`src/design/tcw_pkg.sv`:
```
// Shared types and constants for the text console writer.
package tcw_pkg;

	// Field widths
	localparam int ACT_W      = 2;
	localparam int CODE_W     = 8;
	localparam int ROW_W      = 5;
	localparam int COL_W      = 7;
	localparam int COLOR_W    = 4;
	localparam int CELL_W     = 16;
	localparam int POS_W      = 11;
	// Linear position width, enough for the largest legal screen
	localparam int LIN_W      = 12;
	localparam int CFG_IDX_W  = 1;
	localparam int CFG_DATA_W = 4;

	// Default geometry
	localparam int DEF_SCREEN_COLUMNS = 80;
	localparam int DEF_SCREEN_ROWS    = 25;

	// Action codes
	localparam logic [ACT_W-1:0] ACT_PUT   = 2'd0;
	localparam logic [ACT_W-1:0] ACT_CLEAR = 2'd1;
	localparam logic [ACT_W-1:0] ACT_SET   = 2'd2;
	localparam logic [ACT_W-1:0] ACT_READ  = 2'd3;

	// Register indexes
	localparam logic [CFG_IDX_W-1:0] CFG_FG = 1'b0;
	localparam logic [CFG_IDX_W-1:0] CFG_BG = 1'b1;

	// Character codes and colors
	localparam logic [CODE_W-1:0]  NEWLINE_CODE = 8'h0A;
	localparam logic [CODE_W-1:0]  SPACE_CODE   = 8'h20;
	localparam logic [COLOR_W-1:0] RESET_FG     = 4'hF;
	localparam logic [COLOR_W-1:0] RESET_BG     = 4'h0;
	localparam logic [CELL_W-1:0]  RESET_BLANK  = {RESET_BG, RESET_FG, SPACE_CODE};

	typedef struct packed {
		logic [ACT_W-1:0]  action;
		logic [CODE_W-1:0] char_code;
		logic [ROW_W-1:0]  target_row;
		logic [COL_W-1:0]  target_col;
	} tcw_in_t;

	typedef struct packed {
		logic [POS_W-1:0]  cursor_position;
		logic [CELL_W-1:0] cell_data;
	} tcw_out_t;

	// Cursor update request from the sequencer
	typedef struct packed {
		logic             home;
		logic             set;
		logic             newline;
		logic             advance;
		logic [ROW_W-1:0] row;
		logic [COL_W-1:0] col;
	} tcw_cur_cmd_t;

	// Cursor status back to the sequencer
	typedef struct packed {
		logic [LIN_W-1:0] pos;
		logic             scroll;
	} tcw_cur_stat_t;

endpackage

```
`src/design/tcw_cursor.sv`:
```
// Cursor row/column registers, advance/wrap logic and linear position.
module tcw_cursor #(
	parameter int SCREEN_COLUMNS = tcw_pkg::DEF_SCREEN_COLUMNS,
	parameter int SCREEN_ROWS    = tcw_pkg::DEF_SCREEN_ROWS
) (
	input  logic                  clk,
	input  logic                  arst_n,
	input  tcw_pkg::tcw_cur_cmd_t cmd,
	output tcw_pkg::tcw_cur_stat_t stat
);
	import tcw_pkg::*;

	localparam logic [ROW_W-1:0] LAST_ROW = ROW_W'(SCREEN_ROWS - 1);
	localparam logic [COL_W-1:0] LAST_COL = COL_W'(SCREEN_COLUMNS - 1);

	logic [ROW_W-1:0] row_q;
	logic [COL_W-1:0] col_q;
	logic             at_eol;
	logic             at_bottom;
	logic             line_break;

	assign at_eol     = (col_q == LAST_COL);
	assign at_bottom  = (row_q == LAST_ROW);
	assign line_break = cmd.newline || (cmd.advance && at_eol);

	// Status: linear position and whether this request runs off the bottom
	assign stat.pos    = LIN_W'(row_q) * LIN_W'(SCREEN_COLUMNS) + LIN_W'(col_q);
	assign stat.scroll = line_break && at_bottom;

	// Cursor update
	always_ff @(posedge clk or negedge arst_n) begin
		if (!arst_n) begin
			row_q <= '0;
			col_q <= '0;
		end else begin
			priority if (cmd.home) begin
				row_q <= '0;
				col_q <= '0;
			end else if (cmd.set) begin
				row_q <= cmd.row;
				col_q <= cmd.col;
			end else if (line_break) begin
				col_q <= '0;
				if (!at_bottom) begin
					row_q <= row_q + 1'b1;
				end
			end else if (cmd.advance) begin
				col_q <= col_q + 1'b1;
			end
		end
	end

endmodule

```
`config.mk`:
```
export PLATFORM = sky130hd
export DESIGN_NAME = tcw_cursor
export DESIGN_NICKNAME = d
export VERILOG_FILES = /design/src/design/tcw_pkg.sv /design/src/design/tcw_cursor.sv
export SDC_FILE = /design/constraint.sdc
export NUM_CORES = 1
export LEC_CHECK = 0
export ABC_CLOCK_PERIOD_IN_PS = 3300
export BUFFER_PORTS_ARGS = -buffer_cell sky130_fd_sc_hd__buf_2
export CAP_MARGIN = 20
export CORE_UTILIZATION = 53
export CTS_CLUSTER_SIZE = 25
export DETAILED_ROUTE_END_ITERATION = 12
export PLACE_DENSITY = 0.8
export SYNTH_ARGS = -nofsm -noshare
export SYNTH_HDL_FRONTEND = slang
export SYNTH_SLANG_ARGS = --single-unit
```
`constraint.sdc`:
```
create_clock -name clk -period 3.3 [get_ports clk]
set_input_delay 0.165 -clock clk [delete_from_list [all_inputs] [get_ports clk]]
set_output_delay 0.165 -clock clk [all_outputs]
set_load 0.03 [all_outputs]
```
# Word-level counts from Yosys, hierarchy flattened
# Index checks and enable logic that the tools add are counted.
# word_totals
ff_bits,12
in_bits,18
output_inout_bits,13
# op_classes
n_addsub,3
multipliers,1
eq_ne,3
muxes,8
n_reduce_logical,6
# op_table
operator,n
$mux 7,4
$mux 5,4
$add 12x7->12,1
$mul 5x3->8 const B,1
$add 7x1->7 const B,1
$eq 7x7->1 const B,1
$add 5x1->5 const B,1
$eq 5x5->1 const B,1
$reduce_bool 4->1,1
$ne 3x3->1 const B,1
$reduce_bool 3->1,1
$logic_and 1x1->1,2
$reduce_and 2->1,1
$logic_or 1x1->1,1

# Logic depth before layout (Yosys ltp)
# Gate-level depths: netlist of run 1.
# logic_depth
word_depth,6
depth_mapped,7

# Worst setup path before layout of run 1
# OpenSTA, ideal clock, no wires.
# synth_timing
path_kind,register to output
from,reg row_q[1]
to,out stat[12] (netlist bit)
t_arrival_ps,2407
t_required_ps,3135
slack_ps,728
path_stages_with_launch,8
path_cell_list,dfrtp_1 ha_1 ha_1 fa_1 and3_1 a32oi_1 o41ai_1 a221o_1
# synth_rtl
item,line_no,rtl
start: declaration,tcw_cursor.sv:16,logic [ROW_W-1:0] row_q;
start signal: assignment,tcw_cursor.sv:40,row_q <= cmd.row;
start signal: assignment,tcw_cursor.sv:45,row_q <= row_q + 1'b1;
end: declaration,tcw_cursor.sv:9,output tcw_pkg::tcw_cur_stat_t stat

==> results of run 1 <==
==> cell families after synthesis <==
family | share of synthesized area (%)
xor+xnor | 5.07
compound gates | 23.2
flops | 24.8
buf+inv | 5.69
simple gates | 25.5
fa+ha+maj | 15.7
==> worst min-delay path by stage <==
stage,endpoint,slack [ns]
after CTS,row_q[0],0.11
final,row_q[0],0.11
after detailed placement,row_q[4],0.08
after global placement,col_q[6],0.07
after floorplan,col_q[0],-0.13
after global routing,row_q[0],0.1
==> layout by cell type (no fill, tap or decap), drive strengths merged, types with 2 or more instances in the layout <==
cell and instances:
nand3 8, xor2 4, nor3b 2, nand4 2, a2111oi 2, dfrtp 12, or3 2, ha 12
clkbuf 4, a31oi 2, a311oi 2, xnor2 3, and3 6, a21o 3, a22oi 3, o21ai 3
nor2 12, nor3 4, nor2b 2, inv 6, a21oi 10, nand2b 2, fa 2, a211o 2
nor4 2, nand2 5, buf 30
==> repair_timing <==
item / 4_1_cts / 5_1_grt
hold buffers: 1 / 0
endpoints found under the setup margin: 0 / 0
endpoints found under the hold margin: 12 / 0
==> flip-flops by register name, summed over array words and instances (netlist names) <==
| register | count |
|---|---|
| col_q | 7 |
| row_q | 5 |
==> worst max-delay path, stage by stage, from the launching register on <==
cell and delay (ns):
sky130_fd_sc_hd__dfrtp_1 0.48, sky130_fd_sc_hd__ha_1 0.33, sky130_fd_sc_hd__ha_1 0.22, sky130_fd_sc_hd__fa_1 0.50
sky130_fd_sc_hd__and3_1 0.21, sky130_fd_sc_hd__a32oi_1 0.29, sky130_fd_sc_hd__o41ai_1 0.11, sky130_fd_sc_hd__a221o_1 0.29
sky130_fd_sc_hd__buf_2 0.18
==> layer usage <==
layer | track usage [%] | vias up
met2 | 38.5 | 44
met1 | 33.6 | 556
met4 | 2.86 | 0
li1 | - | 577
met3 | 4.01 | 2
met5 | 0 | -
==> per-stage QoR <==
stage | total power (uW) | setup WS, ns | std cells | area [um^2] | util [%]
floorplan | 293 | 0.728 | 138 | 1210 | -
global placement | 330 | 0.620 | 187 | 1350 | 65.4
detailed placement | 336 | 0.570 | 187 | 1350 | 65.4
CTS | 456 | 0.255 | 192 | 1390 | 67.6
global route | 485 | 0.126 | 192 | 1390 | 67.6
finish | 452 | 0.245 | 192 | 1390 | 67.6
==> power groups by stage <==
stage	clock (uW)	combinational [uW]	sequential, uW
2_1_floorplan	0	122	171
3_3_place_gp	0	157	174
3_5_place_dp	0	161	174
4_1_cts	121	163	172
5_1_grt	132	179	174
6_report	118	163	172
==> area by class of cell <==
cell class	count	share of cell area [%]
timing repair buffer	31	11.5
multi-input combinational	112	60.3
inverter	6	1.62
clock buffer	4	2.60
sequential	12	21.5
tap	27	2.42
==> synth_stat cells (all sizes together), types with 2 or more instances <==
library cell  instances
nor3                  4
a21o                  3
nor2b                 2
nor3b                 2
or3                   2
a22oi                 3
ha                   12
dfrtp                12
a21oi                10
nor4                  2
xor2                  4
nand2                 5
xnor2                 3
a2111oi               2
fa                    2
o21ai                 3
nand2b                2
a311oi                2
nand3                 8
inv                   6
a31oi                 2
and3                  6
nor2                 12
nand4                 2
buf                   7
a211o                 2
==> summary by stage, run 1 <==
Clocking
The maximum clock insertion buffer count is 2. Clock-pin slew was measured on the worst setup and hold paths at 0.08 ns. Once the clock tree was built, the resizer swapped 0 gates to a different size. In this run, CTS created clock tree buffers numbering 3. The number of clock sinks is 12. TritonCTS built the clock tree. The number of setup buffers added after CTS is 0. In this run the number of H-tree levels came out at 1. The clock insertion delay at the later pin of the skew report is 0.27 ns. The master cell of the clock root buffer is sky130_fd_sc_hd__clkbuf_4.

Global routing
The first global-routing pass estimated 4560 um of wire. The leftover overflow at the end of global routing is 0. The maximum number of pins on one net before global-route repair is 26. The combined global-route utilization of all metal layers is 23.7%. The number of antenna violations at the first check in global routing is 0. The via count of the first global-routing pass was 1037.

Finish
The filler cells instantiated in the layout total 182. The area used by multi-input combinational logic is 841 um^2. The fraction of layout cells with a size suffix above 1 is 24.2%. The area added between synthesis and finish is 15.2%. The count of inserted antenna diode cells is 0. The register cell area after layout is 300 um^2. After the last flow step, the layout net total stands at 198.

Place
The placed wire-length estimate after detailed placement is 2050 um. The final weighted congestion in routability-driven placement is 0.864. Input and output buffers added on the ports amount to 30.

Timing
Setup repair after global routing left no endpoint under its margin. On the final layout, the worst clock skew is 0.00398 ns. The final worst-path cycle share is 92.6%. The minimum clock period after layout is 3.05 ns.

The total negative slack for setup checks is 0 ns. The actual transition at the worst max-transition pin is 0.539 ns. The number of pins exceeding their max-slew limit in the final report came to 0. In this run the tightest slew margin relative to its limit is 63.8%. The worst hold slack is 0.109 ns.

The number of hold violations in the final report is 0. Setup violations remaining at the end of the flow were counted as 0. For this run, the top clock speed supported by timing is 327 MHz.

Critical path
In this run the register-to-register setup slack is 1.40 ns. The capture point of the critical path is stat[12]. The data required time at the worst endpoint is 3.13 ns. The setup path with the least slack is of type flop to output pin. The startpoint kind of the worst setup timing path is a flop. At the worst endpoint, the arrival time is 2.89 ns.

The kind of end point of the critical path is an output pin. The launch point of the critical path is row_q[1]. Along the worst path, the maximum fanout reaches 7.

In this run the critical register-to-register path is captured at col_q[5]. The launching point of the worst reg2reg path is col_q[0]. The number of cells on the worst reg-to-reg path is 5.

Run
The number of max-cap violations is 0.

Synthesis
The post-synthesis instance area is 0.00121 mm^2. The mean post-synth cell area is 8.77 um^2. The async set or reset register ratio after synthesis is 100%.

Counting every net in the synthesized netlist gives 170. Synthesis produced 138 cells. The number of synthesis warnings is 0. The most used flip-flop cell after synthesis is sky130_fd_sc_hd__dfrtp_1.

Sequential elements use 24.8% of the synthesized area. The share of synthesized area in the top cell type comes to 24.8%. In the post-synthesis netlist, the biggest area contributors are sky130_fd_sc_hd__dfrtp_1 25%, sky130_fd_sc_hd__ha_1 12%, sky130_fd_sc_hd__a21oi_1 3.7%, sky130_fd_sc_hd__nor2_1 3.7%, sky130_fd_sc_hd__fa_1 3.3%. Synthesis instantiated 50 different standard cells from the library. The cell type contributing the most total cell area after synthesis is sky130_fd_sc_hd__dfrtp_1. The synthesis-stage register bit count is 12. The number of enable flip-flop cells after synthesis is 0.

Detailed routing
In the routed design, unresolved DRC markers number 0. After detailed routing, no signal wire sits above met4. The sum of routed wire length over all layers is 2710 um. Once detail routing completed, the nets flagged for antenna violations numbered 0. Wire segments on met3 add up to 131 um in the final route. Dividing the detail-routed wire length by the instance count gives 14.1 um.

The detailed-routing wirelength on met1 is 1300 um. The detailed-route vias per instance is 6.14. The routed layout has 1179 vias. The first detailed-routing pass ran for 4 iterations. The met2 routed wirelength is 1270 um. The DRC violation total after the first TritonRoute iteration is 48.

Power and ir drop
In this run the power spent charging and discharging nets is 168 uW. The power per standard cell area is 325 mW/mm^2. The clock network burns 26.0% of the power. The register share of total power is 38.0%. Combinational logic burns 36.0% of the power. Across the VDD grid, the largest voltage drop is 0.000259 V. The fraction of power spent switching nets is 37.1%. The static leakage is 0.000686 uW. The cell-internal power is 285 uW.

Outcome
The run finished with clean final reports.

Floorplanning
The initial utilization of the core area, before any placement, comes to 58.7%. The number of standard-cell rows in the floorplan is 16. In this run the count of I/O pins placed on the die edge is 31. The floorplan step set the die width to 49.8 um. The total area inside the core boundary comes to 0.00206 mm^2. The y dimension of the die is 49.8 um. The die covers 0.00248 mm^2.

Hold path
Counting instances, the worst hold path has a depth of 2. The startpoint of the worst hold path is cmd[7]. The path class of the tightest hold or removal check is input pin to flop.
Note: power is estimated with default switching activity, not from simulation.
==> run 2: changes to the inputs <==
- PLACE_DENSITY: 0.8 -> 0.88
- SLEW_MARGIN: unset -> 20
==> run 2 against run 1 <==
Against the previous run: first-iteration DRC count is 8.3% higher; final cell count unchanged; global-route usage rose by 2.6 points; sequential cell count is the same; maximum frequency shrank 3.3%; cell area unchanged; critical path type unchanged; largest cell class unchanged; highest routed layer unchanged.
==> summary by stage, run 2 (synthesized netlist as in run 1, its figures left out) <==
Hold path
Along the worst hold path, the cell count comes to 2. The class of the worst hold path is input pin to flop. The startpoint identified for the worst hold timing path is cmd[7]. The path with the worst hold slack has its endpoint at row_q[0].

Critical path
Together, buffers and inverters on the worst path number 1. In this run the worst path has a maximum fanout of 7. The critical setup path kind is flop to output pin. The reg-to-reg setup timing slack is 1.46 ns. On the worst path, the slowest cell contributes a delay of 0.51 ns. The kind of end point of the critical path is an output pin. The data required time at the worst endpoint is 3.13 ns. The slowest cell on the critical path is sky130_fd_sc_hd__fa_1.

The launching point of the worst reg2reg path is col_q[0]. The kind of cell with the highest combined delay along the critical path is adder cells. For the worst flop-to-flop path, the logic depth is 5. The worst setup path is launched from a flop. By instance count, the cell type seen most on the critical path is sky130_fd_sc_hd__ha_1. The endpoint identified for the worst register-to-register timing path is col_q[5]. The data arrival time of the critical path is 2.99 ns. Traced cell by cell, the critical path runs through ha_1 -> ha_1 -> fa_1 -> and3_1 -> a32oi_1 -> o41ai_1 -> a221o_1 -> buf_2.

Timing
The setup skew after layout is 0.00473 ns. The total negative slack for setup checks is 0 ns. The number of hold violations in the final report is 0.

The worst hold slack is 0.106 ns. The final critical path takes up 95.7% of the cycle. Based on the critical path, the design can be clocked at up to 317 MHz. Setup repair after global routing left no endpoint under its margin. After layout, the worst setup slack is 0.141 ns. The setup violation total in the final timing report is 0. The minimum clock period after layout is 3.16 ns. The number of pins exceeding their max-slew limit in the final report was 0.

At the pin with the least slew margin, the transition time is 0.553 ns. The worst max-slew margin expressed relative to the limit is 62.9%.

Place
The post-place instance area is 0.00135 mm^2. OpenSTA, run right after detailed placement, puts the worst setup slack at 0.475 ns. The placed wire-length estimate after detailed placement is 2250 um. During placement, the flow inserted port buffers numbering 30.

Routability-driven placement finished with a final weighted congestion of 0.828.

Floorplanning
The floorplan step defined a die boundary enclosing 0.00248 mm^2. The total area inside the core boundary comes to 0.00206 mm^2. The number of standard-cell rows in the floorplan is 16. The starting density of the core is 58.7%. 31 I/O pins were placed. Measured along the x axis, the die boundary spans 49.8 um. The die is 49.8 um tall.

Clocking
The level count of the clock H-tree is 1. Clock-pin slew was measured on the worst setup and hold paths at 0.08 ns. The clock net in this run drives a total of 12 sinks.

Buffers inserted during clock tree synthesis total 3. Counting along the longest clock path gives a buffer depth of 2. Clock latency on the worst-skew pair, taken at its later pin, is 0.28 ns.

The TritonCTS clock tree is built. The master cell of the clock root buffer is sky130_fd_sc_hd__clkbuf_4. Post-CTS timing repair inserted 0 buffers for setup.

Outcome
The flow ran to the end, and the final reports show no timing, DRC or antenna violations.

Finish
In the layout the commonest cells are 30 x sky130_fd_sc_hd__buf_2, 12 x sky130_fd_sc_hd__nor2_1, 12 x sky130_fd_sc_hd__ha_1, 12 x sky130_fd_sc_hd__dfrtp_1, 9 x sky130_fd_sc_hd__a21oi_1. Counting flops per register, the top entry is col_q. The leading cell type in the layout, fill and taps excluded is sky130_fd_sc_hd__buf_2.

After the last flow step, the layout net total stands at 198. In the final layout, the share of cells above drive strength 1 is 24.2%. The largest registers in the layout are col_q (7), row_q (5). The count of inserted antenna diode cells is 0.

The area growth from synthesis to layout is 15.2%. Once layout is done, the placed cells without fillers occupy 0.00139 mm^2. The number of flip-flops in the largest register is 7.

Power and ir drop
IR analysis of the VDD net gives a maximum drop of 0.000211 V. In this run the power density over the cells is 330 mW/mm^2. The static leakage is 0.000686 uW. The overall power is 461 uW.

Global routing
The number of antenna violations at the first check in global routing came to 0. The maximum number of pins on one net before global-route repair is 26. The global-route wire length before repair is 5050 um. The total overflow left after global routing is 0.

The via count of the first global-routing pass is 1201. The combined global-route utilization of all metal layers is 26.3%.

Detailed routing
In this run the remaining antenna-violating nets after routing total 0. The sum of routed wire length over all layers is 2900 um. In the routed design, unresolved DRC markers number 0. The DRC violation total after the first TritonRoute iteration is 52.

The total via count after detailed routing is 1159. In the routed layout, each cell is associated on average with a via count of 6.04. The first-pass iteration count of the detailed router is 4.

After detailed routing, the average wire length per cell comes to 15.1 um.

Run
The tool flagged a number of max-cap violations equal to 0.
==> run 2: cell counts in the layout (fill, tap and decap cells not counted) <==
Identical to the previous run, type by type.
==> run 2: what timing repair did <==
action,CTS,global route
hold buffers,1,0
resized for setup,0,0
endpoints found under the hold margin,12,0
==> run 2: worst max-delay path by stage <==
stage / start / to / slack (ns) / depth (start not counted)
2_1_floorplan: row_q[1] / stat[12] / 0.73 / 7
3_3_place_gp: row_q[1] / stat[12] / 0.62 / 8
3_5_place_dp: row_q[1] / stat[12] / 0.47 / 8
4_1_cts: row_q[1] / stat[12] / 0.16 / 8
5_1_grt: row_q[1] / stat[12] / 0.06 / 8
6_report: row_q[1] / stat[12] / 0.14 / 8
==> run 2: report_power, final <==
| group | switching (uW) | leakage [uW] | total, uW | internal, uW |
|---|---|---|---|---|
| sequential | 16.1 | 0.000159 | 172 | 156 |
| clock | 54.7 | 0.0000210 | 122 | 67.2 |
| combinational | 104 | 0.000506 | 167 | 62.4 |
==> run 2: through the flow <==
| step | util, % | cells |
|---|---|---|
| 6_report | 67.6 | 192 |
| 5_1_grt | 67.6 | 192 |
| 3_3_place_gp | 65.4 | 187 |
| 4_1_cts | 67.6 | 192 |
| 3_5_place_dp | 65.4 | 187 |
| 2_1_floorplan | - | 138 |
==> run 2: worst reg2reg max path, stage by stage, from the launching register on <==
cell and delay (ns):
sky130_fd_sc_hd__dfrtp_1 0.42, sky130_fd_sc_hd__ha_1 0.25, sky130_fd_sc_hd__and3_2 0.27, sky130_fd_sc_hd__a21boi_4 0.18, sky130_fd_sc_hd__or4b_1 0.45, sky130_fd_sc_hd__a31oi_1 0.19
==> run 2: layout make-up <==
| class | instances | area (um^2) |
|---|---|---|
| timing repair buffer | 31 | 160 |
| tap | 27 | 33.8 |
| sequential | 12 | 300 |
| clock buffer | 4 | 36.3 |
| fill | 172 | 668 |
| multi-input combinational | 112 | 841 |
| inverter | 6 | 22.5 |
==> run 2: per-layer routing <==
| metal | vias up | wire (um) | part of all wire, % | GRT usage [%] |
|---|---|---|---|---|
| li1 | 576 | - | - | - |
| met1 | 546 | 1260 | 43 | 31.5 |
| met2 | 33 | 1510 | 52 | 45.9 |
| met3 | 4 | 107 | 3.7 | 4.94 |
| met4 | 0 | 29 | 1.0 | 10.0 |
| met5 | - | 0 | 0 | 0 |
